<file path="src/hw/rtl/mandelbrot_escape_time_macros.svh">
// ----------------------------------------------------------------------------
// Mandelbrot escape-time assertion macros
// Shared concurrent assertion helpers for the escape-time unit.
// ----------------------------------------------------------------------------
`ifndef MANDELBROT_ESCAPE_TIME_MACROS_SVH
`define MANDELBROT_ESCAPE_TIME_MACROS_SVH

// Check that the consequent holds in the same cycle as the antecedent
`define MBE_ASSERT_SAME(label, clk, rst, ante, cons, msg) \
   label: assert property (@(posedge clk) disable iff (rst) (ante) |-> (cons)) \
      else $error(msg);

// Check that the consequent holds in the cycle after the antecedent
`define MBE_ASSERT_NEXT(label, clk, rst, ante, cons, msg) \
   label: assert property (@(posedge clk) disable iff (rst) (ante) |=> (cons)) \
      else $error(msg);

`endif

</file>
<file path="src/hw/rtl/mbe_pkg.sv">
// ----------------------------------------------------------------------------
// Mandelbrot escape-time package
// Types, register map and fixed-point helpers shared by the unit's modules.
// ----------------------------------------------------------------------------
package mbe_pkg;

   // Q4.28 fraction bits; escape when |z|^2 reaches 4.0 in Q8.56
   localparam int FRAC_BITS = 28;
   localparam int ESC_BIT   = 2 * FRAC_BITS + 2;

   // Register reset values
   localparam logic [31:0] LEFT_RESET     = 32'hE000_0000;
   localparam logic [31:0] BOTTOM_RESET   = 32'hE000_0000;
   localparam logic [30:0] STEP_X_RESET   = 31'h0010_0000;
   localparam logic [30:0] STEP_Y_RESET   = 31'h0010_0000;
   localparam logic [15:0] MAX_ITER_RESET = 16'd1000;

   // Register index, taken from paddr[4:2]
   typedef enum logic [2:0] {
      REG_LEFT     = 3'd0,
      REG_BOTTOM   = 3'd1,
      REG_STEP_X   = 3'd2,
      REG_STEP_Y   = 3'd3,
      REG_MAX_ITER = 3'd4
   } reg_idx_type;

   // Configuration seen by the datapath
   typedef struct packed {
      logic [31:0] left_edge;
      logic [31:0] bottom_edge;
      logic [30:0] step_x;
      logic [30:0] step_y;
      logic [15:0] max_iter;
   } cfg_type;

   // Operand pair fed to the shared multiplier
   typedef enum logic [2:0] {
      MOP_COL_X = 3'd0,
      MOP_ROW_Y = 3'd1,
      MOP_A_A   = 3'd2,
      MOP_B_B   = 3'd3,
      MOP_A_B   = 3'd4
   } mul_op_type;

   // Commands from controller to datapath
   typedef struct packed {
      logic       load;
      logic       mul_en;
      mul_op_type mul_op;
      logic       cr_we;
      logic       ci_we;
      logic       aa_we;
      logic       test_we;
      logic       upd_we;
   } dp_cmd_type;

   // Status from datapath to controller
   typedef struct packed {
      logic zero_limit;
      logic last_iter;
      logic escaped;
   } dp_status_type;

   // Saturate a 64-bit signed value to the Q4.28 range
   function automatic logic signed [31:0] sat32(input logic signed [63:0] v);
      logic signed [31:0] r;
      if (v > 64'sd2147483647) begin
         r = 32'sh7FFF_FFFF;
      end else if (v < -64'sd2147483648) begin
         r = 32'sh8000_0000;
      end else begin
         r = v[31:0];
      end
      return r;
   endfunction

endpackage

</file>
<file path="src/hw/rtl/mbe_csr.sv">
// ----------------------------------------------------------------------------
// Mandelbrot escape-time register file
// APB-style write/read access to the frame and iteration-limit registers.
// ----------------------------------------------------------------------------
module mbe_csr (
   input  logic                  clock,
   input  logic                  reset,
   input  logic                  psel,
   input  logic                  penable,
   input  logic                  pwrite,
   input  logic [4:0]            paddr,
   input  logic [31:0]           pwdata,
   output logic [31:0]           prdata,
   output logic                  pready,
   output mbe_pkg::cfg_type      cfg
);

   logic [31:0] left_ff,   left_in;
   logic [31:0] bottom_ff, bottom_in;
   logic [30:0] step_x_ff, step_x_in;
   logic [30:0] step_y_ff, step_y_in;
   logic [15:0] max_iter_ff, max_iter_in;
   logic [2:0]  idx;
   logic        wr_en;

   assign pready = 1'b1;
   assign idx    = paddr[4:2];
   assign wr_en  = psel & penable & pwrite;

   // Decode the write transfer
   always_comb begin
      left_in     = left_ff;
      bottom_in   = bottom_ff;
      step_x_in   = step_x_ff;
      step_y_in   = step_y_ff;
      max_iter_in = max_iter_ff;
      if (wr_en) begin
         unique case (idx)
            mbe_pkg::REG_LEFT:     left_in     = pwdata;
            mbe_pkg::REG_BOTTOM:   bottom_in   = pwdata;
            mbe_pkg::REG_STEP_X:   step_x_in   = pwdata[30:0];
            mbe_pkg::REG_STEP_Y:   step_y_in   = pwdata[30:0];
            mbe_pkg::REG_MAX_ITER: max_iter_in = pwdata[15:0];
            default: ;
         endcase
      end
   end

   // Hold the registers
   always_ff @(posedge clock) begin
      if (reset) begin
         left_ff     <= mbe_pkg::LEFT_RESET;
         bottom_ff   <= mbe_pkg::BOTTOM_RESET;
         step_x_ff   <= mbe_pkg::STEP_X_RESET;
         step_y_ff   <= mbe_pkg::STEP_Y_RESET;
         max_iter_ff <= mbe_pkg::MAX_ITER_RESET;
      end else begin
         left_ff     <= left_in;
         bottom_ff   <= bottom_in;
         step_x_ff   <= step_x_in;
         step_y_ff   <= step_y_in;
         max_iter_ff <= max_iter_in;
      end
   end

   // Return the addressed register
   always_comb begin
      unique case (idx)
         mbe_pkg::REG_LEFT:     prdata = left_ff;
         mbe_pkg::REG_BOTTOM:   prdata = bottom_ff;
         mbe_pkg::REG_STEP_X:   prdata = {1'b0, step_x_ff};
         mbe_pkg::REG_STEP_Y:   prdata = {1'b0, step_y_ff};
         mbe_pkg::REG_MAX_ITER: prdata = {16'd0, max_iter_ff};
         default:               prdata = 32'd0;
      endcase
   end

   assign cfg.left_edge   = left_ff;
   assign cfg.bottom_edge = bottom_ff;
   assign cfg.step_x      = step_x_ff;
   assign cfg.step_y      = step_y_ff;
   assign cfg.max_iter    = max_iter_ff;

endmodule

</file>
<file path="src/hw/rtl/mbe_dp.sv">
// ----------------------------------------------------------------------------
// Mandelbrot escape-time datapath
// Shared 32x32 multiplier, point registers, escape test and z update.
// ----------------------------------------------------------------------------
module mbe_dp #(
   parameter int MAX_COLS = 4096,
   parameter int MAX_ROWS = 4096
) (
   input  logic                   clock,
   input  logic                   reset,
   input  logic [11:0]            req_col,
   input  logic [11:0]            req_row,
   input  mbe_pkg::cfg_type       cfg,
   input  mbe_pkg::dp_cmd_type    cmd,
   output mbe_pkg::dp_status_type status,
   output logic [15:0]            iterations
);

   localparam logic [16:0] COL_LIM = 17'(MAX_COLS);
   localparam logic [16:0] ROW_LIM = 17'(MAX_ROWS);

   logic [11:0]        col_ff, row_ff, col_in, row_in;
   logic signed [31:0] mul_a, mul_b;
   logic signed [63:0] prod_ff, prod_in;
   logic signed [31:0] cr_ff, ci_ff;
   logic signed [63:0] aa_ff, diff_ff;
   logic signed [31:0] a_ff, b_ff;
   logic [15:0]        count_ff;
   logic               esc_ff;
   logic [63:0]        mag;
   logic signed [63:0] re_sum, im_sum, cr_sum, ci_sum;

   // Clamp indices to the frame
   assign col_in = ({5'd0, req_col} >= COL_LIM) ? 12'(MAX_COLS - 1) : req_col;
   assign row_in = ({5'd0, req_row} >= ROW_LIM) ? 12'(MAX_ROWS - 1) : req_row;

   // Select multiplier operands
   always_comb begin
      unique case (cmd.mul_op)
         mbe_pkg::MOP_COL_X: begin
            mul_a = $signed({20'd0, col_ff});
            mul_b = $signed({1'b0, cfg.step_x});
         end
         mbe_pkg::MOP_ROW_Y: begin
            mul_a = $signed({20'd0, row_ff});
            mul_b = $signed({1'b0, cfg.step_y});
         end
         mbe_pkg::MOP_A_A: begin
            mul_a = a_ff;
            mul_b = a_ff;
         end
         mbe_pkg::MOP_B_B: begin
            mul_a = b_ff;
            mul_b = b_ff;
         end
         mbe_pkg::MOP_A_B: begin
            mul_a = a_ff;
            mul_b = b_ff;
         end
         default: begin
            mul_a = 32'sd0;
            mul_b = 32'sd0;
         end
      endcase
   end

   assign prod_in = mul_a * mul_b;

   // Coordinate sums, magnitude and updated z
   assign cr_sum = $signed(cfg.left_edge) + prod_ff;
   assign ci_sum = $signed(cfg.bottom_edge) + prod_ff;
   assign mag    = aa_ff + prod_ff;
   assign re_sum = (diff_ff >>> mbe_pkg::FRAC_BITS) + cr_ff;
   assign im_sum = (prod_ff >>> (mbe_pkg::FRAC_BITS - 1)) + ci_ff;

   // Payload registers
   always_ff @(posedge clock) begin
      if (cmd.load) begin
         col_ff <= col_in;
         row_ff <= row_in;
         a_ff   <= 32'sd0;
         b_ff   <= 32'sd0;
      end
      if (cmd.mul_en) begin
         prod_ff <= prod_in;
      end
      if (cmd.cr_we) begin
         cr_ff <= mbe_pkg::sat32(cr_sum);
      end
      if (cmd.ci_we) begin
         ci_ff <= mbe_pkg::sat32(ci_sum);
      end
      if (cmd.aa_we) begin
         aa_ff <= prod_ff;
      end
      if (cmd.test_we) begin
         diff_ff <= aa_ff - prod_ff;
      end
      if (cmd.upd_we) begin
         a_ff <= mbe_pkg::sat32(re_sum);
         b_ff <= mbe_pkg::sat32(im_sum);
      end
   end

   // Iteration count and escape flag
   always_ff @(posedge clock) begin
      if (reset) begin
         count_ff <= 16'd0;
         esc_ff   <= 1'b0;
      end else begin
         if (cmd.load) begin
            count_ff <= 16'd0;
         end else if (cmd.upd_we) begin
            count_ff <= count_ff + 16'd1;
         end
         if (cmd.test_we) begin
            esc_ff <= |mag[63:mbe_pkg::ESC_BIT];
         end
      end
   end

   assign status.zero_limit = (cfg.max_iter == 16'd0);
   assign status.last_iter  = (({1'b0, count_ff} + 17'd1) >= {1'b0, cfg.max_iter});
   assign status.escaped    = esc_ff;
   assign iterations        = count_ff;

endmodule

</file>
<file path="src/hw/rtl/mbe_ctrl.sv">
// ----------------------------------------------------------------------------
// Mandelbrot escape-time controller
// Sequences point setup and the iteration loop (AA, BB, AB, UPD) over the datapath.
// ----------------------------------------------------------------------------
`include "mandelbrot_escape_time_macros.svh"

module mbe_ctrl (
   input  logic                   clock,
   input  logic                   reset,
   input  logic                   start,
   output logic                   busy,
   output logic                   rsp_strobe,
   output mbe_pkg::dp_cmd_type    cmd,
   input  mbe_pkg::dp_status_type status
);

   typedef enum logic [2:0] {
      S_IDLE,
      S_SETUP_R,
      S_SETUP_I,
      S_SETUP_C,
      S_AA,
      S_BB,
      S_AB,
      S_UPD
   } state_type;

   state_type state_ff;
   logic      busy_ff;
   logic      strobe_ff;

   // State and registered handshake outputs
   always_ff @(posedge clock) begin
      if (reset) begin
         state_ff  <= S_IDLE;
         busy_ff   <= 1'b0;
         strobe_ff <= 1'b0;
      end else begin
         strobe_ff <= 1'b0;
         unique case (state_ff)
            S_IDLE: begin
               if (start) begin
                  state_ff <= S_SETUP_R;
                  busy_ff  <= 1'b1;
               end
            end
            S_SETUP_R: state_ff <= S_SETUP_I;
            S_SETUP_I: state_ff <= S_SETUP_C;
            S_SETUP_C: begin
               if (status.zero_limit) begin
                  state_ff  <= S_IDLE;
                  busy_ff   <= 1'b0;
                  strobe_ff <= 1'b1;
               end else begin
                  state_ff <= S_AA;
               end
            end
            S_AA: state_ff <= S_BB;
            S_BB: state_ff <= S_AB;
            S_AB: state_ff <= S_UPD;
            S_UPD: begin
               if (status.escaped || status.last_iter) begin
                  state_ff  <= S_IDLE;
                  busy_ff   <= 1'b0;
                  strobe_ff <= 1'b1;
               end else begin
                  state_ff <= S_AA;
               end
            end
         endcase
      end
   end

   // Decode datapath commands from the state
   always_comb begin
      cmd = '0;
      cmd.mul_op = mbe_pkg::MOP_COL_X;
      unique case (state_ff)
         S_IDLE: cmd.load = start;
         S_SETUP_R: begin
            cmd.mul_en = 1'b1;
            cmd.mul_op = mbe_pkg::MOP_COL_X;
         end
         S_SETUP_I: begin
            cmd.mul_en = 1'b1;
            cmd.mul_op = mbe_pkg::MOP_ROW_Y;
            cmd.cr_we  = 1'b1;
         end
         S_SETUP_C: cmd.ci_we = 1'b1;
         S_AA: begin
            cmd.mul_en = 1'b1;
            cmd.mul_op = mbe_pkg::MOP_A_A;
         end
         S_BB: begin
            cmd.mul_en = 1'b1;
            cmd.mul_op = mbe_pkg::MOP_B_B;
            cmd.aa_we  = 1'b1;
         end
         S_AB: begin
            cmd.mul_en  = 1'b1;
            cmd.mul_op  = mbe_pkg::MOP_A_B;
            cmd.test_we = 1'b1;
         end
         S_UPD: cmd.upd_we = !status.escaped;
      endcase
   end

   assign busy       = busy_ff;
   assign rsp_strobe = strobe_ff;

   // Controller checks
   `MBE_ASSERT_SAME(a_strobe_idle, clock, reset, strobe_ff, !busy_ff, "result strobe while busy")
   `MBE_ASSERT_NEXT(a_accept_busy, clock, reset, start && !busy_ff, busy_ff, "accept did not set busy")
   `MBE_ASSERT_SAME(a_strobe_src, clock, reset, strobe_ff, $past(state_ff == S_SETUP_C) || $past(state_ff == S_UPD), "strobe without finish")
   `MBE_ASSERT_SAME(a_busy_state, clock, reset, busy_ff, state_ff != S_IDLE, "busy and state disagree")

endmodule

</file>
<file path="src/hw/rtl/mandelbrot_escape_time.sv">
// ----------------------------------------------------------------------------
// Mandelbrot escape-time unit
// Per-pixel escape count of z = z^2 + c in signed Q4.28 fixed point.
// ----------------------------------------------------------------------------
// Usage:
//   Program left_edge, bottom_edge, step_x, step_y and max_iter over the
//   APB-style port (byte addresses 0, 4, 8, 12, 16) while the unit is idle.
//   Issue a pixel by raising start with req_col/req_row; it is taken at an
//   edge where start is high and busy is low. busy stays high while the
//   pixel is processed.
//   The count appears on rsp_iterations when rsp_strobe pulses for exactly one
//   cycle; the receiver cannot stall, so it must take it then.
//   A zero limit finishes the pixel after setup with no iteration; otherwise
//   the loop runs until the count n reaches max_iter or the point escapes
//   after n iterations; a new pixel may be issued in the strobe cycle. The rate
//   is set by the single shared 32x32 multiplier: each iteration forms
//   a*a, b*b and a*b in turn, then updates z.
//   Reset is synchronous: the unit returns to idle and the registers take
//   their reset values (frame from -2.0, step 1/256, limit 1000).
// ----------------------------------------------------------------------------
module mandelbrot_escape_time #(
   parameter int MAX_COLS = 4096,
   parameter int MAX_ROWS = 4096
) (
   input  logic        clock,
   input  logic        reset,
   input  logic        start,
   output logic        busy,
   input  logic [11:0] req_col,
   input  logic [11:0] req_row,
   output logic        rsp_strobe,
   output logic [15:0] rsp_iterations,
   input  logic        psel,
   input  logic        penable,
   input  logic        pwrite,
   input  logic [4:0]  paddr,
   input  logic [31:0] pwdata,
   output logic [31:0] prdata,
   output logic        pready
);

   mbe_pkg::cfg_type       cfg;
   mbe_pkg::dp_cmd_type    cmd;
   mbe_pkg::dp_status_type status;

   // Register file
   mbe_csr u_csr (
      .clock   (clock),
      .reset   (reset),
      .psel    (psel),
      .penable (penable),
      .pwrite  (pwrite),
      .paddr   (paddr),
      .pwdata  (pwdata),
      .prdata  (prdata),
      .pready  (pready),
      .cfg     (cfg)
   );

   // Sequencer
   mbe_ctrl u_ctrl (
      .clock      (clock),
      .reset      (reset),
      .start      (start),
      .busy       (busy),
      .rsp_strobe (rsp_strobe),
      .cmd        (cmd),
      .status     (status)
   );

   // Arithmetic
   mbe_dp #(
      .MAX_COLS (MAX_COLS),
      .MAX_ROWS (MAX_ROWS)
   ) u_dp (
      .clock      (clock),
      .reset      (reset),
      .req_col    (req_col),
      .req_row    (req_row),
      .cfg        (cfg),
      .cmd        (cmd),
      .status     (status),
      .iterations (rsp_iterations)
   );

endmodule

</file>
<file path="config.mk">
export PLATFORM = sky130hd
export DESIGN_NAME = mandelbrot_escape_time
export DESIGN_NICKNAME = d
export VERILOG_FILES = /design/src/hw/rtl/mbe_pkg.sv /design/src/hw/rtl/mbe_csr.sv /design/src/hw/rtl/mbe_dp.sv /design/src/hw/rtl/mbe_ctrl.sv /design/src/hw/rtl/mandelbrot_escape_time.sv
export VERILOG_INCLUDE_DIRS = /design/src /design/src/hw/rtl
export SDC_FILE = /design/constraint.sdc
export NUM_CORES = 2
export LEC_CHECK = 0
export ABC_AREA = 1
export BUFFER_PORTS_ARGS = -buffer_cell sky130_fd_sc_hd__buf_2
export CAP_MARGIN = 0
export CORE_MARGIN = 2
export CORE_UTILIZATION = 39
export CTS_CLUSTER_SIZE = 14
export DETAILED_ROUTE_END_ITERATION = 10
export PLACE_DENSITY = 0.62
export SYNTH_ARGS = -nofsm -noshare
export SYNTH_HDL_FRONTEND = slang
export SYNTH_HIERARCHICAL = 1
export SYNTH_SLANG_ARGS = --single-unit
</file>
<file path="constraint.sdc">
create_clock -name clock -period 14.7 [get_ports clock]
set_clock_uncertainty 0.05 [all_clocks]
set_input_delay 2.205 -clock clock [delete_from_list [all_inputs] [get_ports clock]]
set_output_delay 2.205 -clock clock [all_outputs]
set_load 0.05 [all_outputs]
</file>
# After elaboration in Yosys (flattened, before gate mapping)
# Index checks and enable logic that the tools add are counted.
# op_classes
bitwise_logic	2
div_mod_pow	0
eq_ne	18
n_mul	1
n_reduce_logical	18
muxes	30
shift	0
n_addsub	8
magnitude_cmp	9
# op_table
cell	n
32-bit 2-to-1 mux	9
64-bit by 32-bit > comparator with 1-bit output, second input constant	4
64-bit by 32-bit less-than comparator with 1-bit output, second input constant	4
32-bit case mux with 4 select lines	2
32-bit case mux with 5 select lines	1
32-bit by 64-bit adder with 64-bit output	2
64-bit adder	1
32-bit by 32-bit multiplier with 64-bit output	1
64-bit subtractor	1
37-bit by 32-bit adder with 38-bit output	1
36-bit by 32-bit adder with 37-bit output	1
3-bit case mux with 8 select lines	1
4-bit case mux with 5 select lines	1
3-bit by 2-bit == test with 1-bit output, second input constant	6
3-bit == test, second input constant	6
16-bit by 1-bit adder with 17-bit output, second input constant	1
17-bit by 16-bit >= comparator with 1-bit output	1
16-bit by 1-bit adder with 16-bit output, second input constant	1
16-bit logical NOT	1
1-bit 2-to-1 mux	11
2-bit AND reduction	5
3-bit by 1-bit == test with 1-bit output, second input constant	3
3-bit logical NOT	3
3-bit 2-to-1 mux	3
other kinds (12)	16
# totals
elab_cells	105
rom_bits	0
ramBits	0
memories	0
latchBits	0
regBits	508
input_bits	67

# Longest topological paths before layout
# depth
depth_word	6
ltp_mapped	44
ltp_nobuf	40

# Hierarchy
# Netlist, hierarchy kept.
# by_module_without_submodules
mod	area_per_inst_um2	n_inst	seq_area_each_um2	cells_per_inst
mbe_dp	73553.0	1	9829.4	10129
mbe_csr	6977.9	1	2842.7	1116
mbe_ctrl	404.1	1	100.1	62

# Worst setup path before layout
# No wires, ideal clock.
# synth_path
path_type	register to register
from	register u_ctrl.state_ff[0]
to	register u_dp.prod_ff[50], data pin
path_slack_ns	4.990
period_less_slack_ns	9.710
arrival_time_ns	9.395
setup_ns	0.265
stages_incl_launch_ff	36
cell_sequence	dfxtp_1 -> inv_1 -> ha_1 -> nand2_1 -> inv_1 -> buf_4 -> buf_2 -> inv_1 -> nand2_1 -> inv_2 -> clkbuf_1 -> a22o_1 -> nor2_1 -> clkbuf_1 -> nor2_1 -> fa_1 -> inv_1 -> fa_1 -> inv_1 -> fa_1 -> fa_1 -> inv_1 -> fa_1 -> inv_1 -> fa_1 -> inv_1 -> fa_1 -> fa_1 -> inv_1 -> ha_1 -> nand2_1 -> nor3_1 -> nand3_1 -> or3_1 -> o211ai_1 -> xor2_1
# synth_lines
element	line_no	rtl
start, declared	mbe_ctrl.sv:28	state_type state_ff;
start signal, assigned	mbe_ctrl.sv:35	state_ff <= S_IDLE;
start signal, assigned	mbe_ctrl.sv:43	state_ff <= S_SETUP_R;
start signal, assigned	mbe_ctrl.sv:47	S_SETUP_R: state_ff <= S_SETUP_I;
end signal, assigned	mbe_dp.sv:85	prod_ff <= prod_in;
end, declared	mbe_dp.sv:24	logic signed [63:0] prod_ff, prod_in;

==> results.ini <==
[status]
outcome=finished clean

[cts]
clock_path_buffers=3
cts-resized-gates=0
postCtsSetupBuffers=0
cts.sink_count=480
numCtsBuffers=56
htreeDepth=2
clock_latency_ns=0.69
cts-root-buf=clkbuf_16
clk_pin_slew_ns=0.06
cts_tree=yes
holdBufCountCts=0

[sta]
max_freq_mhz=78.8
setup_violations=0
finalCritPeriodShare=0.863
final.setup.tns_ns=0
period_needed_ns=12.68
rsz0062_at_grt=false
finalHoldViolCount=0
worst_slew_pin_slew_ns=1.34
max-slew-margin-rel=0.0976
slew_violations=0

[synth]
yosys_most_used_dff=edfxtp_1
synth_seq_area_share=0.158
synth_edf_count=316
synth.net_count=13000
synth_cell_types=67
netlist_instances=11300
ys.warnings.count=6
yosys.area.top_type=fa_1
synth_top_area_frac=0.269
synth-async-reset-ratio=0
synth_area_um2=80900
avgSynthCellArea_um2=7.16
ys_ff_latch=480
synthTopCellsByArea=fa_1 27%, nand2_1 13%, edfxtp_1 12%

[detailed_routing]
wirelength_um=322000
vias=74100
drc=0
first_iter_violations=7821
first_pass_iters=6
vias_per_cell=5.27
ant_nets=0
wire_per_inst_um=22.9

[floorplanning]
fp.dieH_um=460
pin_count=118
die_width_um=460
core_um2=207000
die_area_um2=211000
initial_core_util=0.392
core.rowCount=167

[worst_setup_path]
rrSetupSlack_ns=2.02
rr_endpoint=u_dp/prod_ff[49]
cpPeakStageDelay_ns=0.83
r2r_start=u_ctrl/state_ff[2]
crit_type=reg2reg
worstPathMaxFanout=19
worstPathRequired_ns=15.07
worst_path_max_delay_cell=o21ai_0
start_kind=register
cp-end-kind=register
crit_top_cell=fa_1
critPathArrivalTime_ns=13.06
ff2ff_path_depth=31

[global_route]
grt_pass1_vias=71900
antenna_found_initial=28
grt_pass1_wl_um=471000
grt_usage=0.304
grt.overflow.total=0
grt_max_degree=89

[finish]
layout_common_cells=2894 x nand2_1, 2325 x inv_1, 1560 x nor2_1, 1086 x fa_1, 528 x ha_1
syn2layout_area_growth_pct=7.06
nets=13000
layout-drive-gt1-share=0.0500
utilization=0.419
final_common_cell=nand2_1

[hold_path]
hold_path_depth=2
hold_start=u_csr/max_iter_ff[6]
hold_class=reg2reg
whs_endpoint=u_csr/max_iter_ff[6]

[power]
power_density_nw_per_um2=142
p_leak_uw=0.0442
ir_drop_mv=0.0985

[place]
gp_congestion=1.04
numPortBuffers=114
dp_hpwl_um=271000

[job]
maxCapViolations=0

-- power breakdown --
part           total [µW]  switching [µW]  leakage, µW  internal [µW]
clock network        1540             635     0.000985            909
logic                8460            6080       0.0389           2380
registers            2340             439      0.00430           1900
total               12300            7150       0.0442           5190
-- area by class of cell --
class / count / area [µm²]
multi-input cells: 8146 / 57900
repair buffers: 252 / 1610
diodes: 6 / 15.0
flip-flops and latches: 480 / 12800
clock inverters: 38 / 520
fillers: 21700 / 120000
clock buffers: 66 / 1490
inverters: 2376 / 8920
well taps: 2704 / 3380
-- cell families after synthesis --
group	Yosys count	share of synthesized area
flip-flops	480	0.158
AND/OR/NAND/NOR	5308	0.267
AO/OA/AOI/OAI	977	0.0699
buffers and inverters	2681	0.129
adder cells (fa/ha/maj)	1614	0.350
XOR/XNOR	246	0.0266
other	1	0.0000463
-- state kept, by name (all words and copies together), names as in the netlist, 31 cells and up --
register	count
u_dp/ci_ff	32
u_csr/step_y_ff	31
u_csr/bottom_ff	32
u_dp/cr_ff	32
u_dp/prod_ff	64
u_dp/aa_ff	64
u_dp/a_ff	32
u_csr/step_x_ff	31
u_dp/b_ff	32
u_csr/left_ff	32
u_dp/diff_ff	36
-- worst max path at each step --
stage,start,to,slack (ns),depth (start not counted)
final,u_ctrl/state_ff[2],u_dp/prod_ff[49],2.02,31
after global routing,u_ctrl/state_ff[2],u_dp/prod_ff[49],1.80,31
after CTS,u_ctrl/state_ff[2],u_dp/prod_ff[49],2.47,31
after detailed placement,u_ctrl/state_ff[2],u_dp/prod_ff[49],2.50,31
after global placement,u_ctrl/state_ff[2],u_dp/prod_ff[49],2.52,31
after floorplan,u_ctrl/state_ff[0],u_dp/prod_ff[50],4.99,35
-- layer usage --
layer / track usage / up-vias / wire length [µm]
met5: 0 / - / 90
met4: 0.154 / 12 / 19800
met3: 0.0611 / 582 / 30800
met2: 0.455 / 3187 / 137000
met1: 0.415 / 35900 / 135000
li1: - / 34400 / -
-- cells in the mapped netlist, drive strengths merged, types with 164 or more instances --
master,number
edfxtp,316
ha,528
inv,2359
nand3,463
nor2,1635
fa,1086
xor2,189
clkbuf,177
a21oi,463
dfxtp,164
o21ai,227
nand2,2937
-- critical path: cells and delay by family, from the launching register on --
| family | cells | cell delay [ns] |
|---|---|---|
| adders and majority gates | 9 | 4.35 |
| and+or+nand+nor | 9 | 3.24 |
| AOI/OAI and AO/OA | 6 | 2.48 |
| buffers and inverters | 6 | 1.51 |
| DFF | 1 | 0.65 |
| xor gates and xnor gates | 1 | 0.07 |
-- per-stage QoR --
stage          power (µW)  instances  setup slack (ns)  hold WS [ns]  instance area [µm²]
3_5_place_dp        10600      14000              2.50         0.426                84600
6_report            12300      14100              2.02         0.437                86600
4_1_cts             12100      14100              2.47         0.438                86600
2_1_floorplan        7370      11300              4.99         0.390                80900
3_3_place_gp        10600      14000              2.52         0.431                84600
5_1_grt             13100      14100              1.80         0.453                86600
Power figures use the tool's default switching activity.
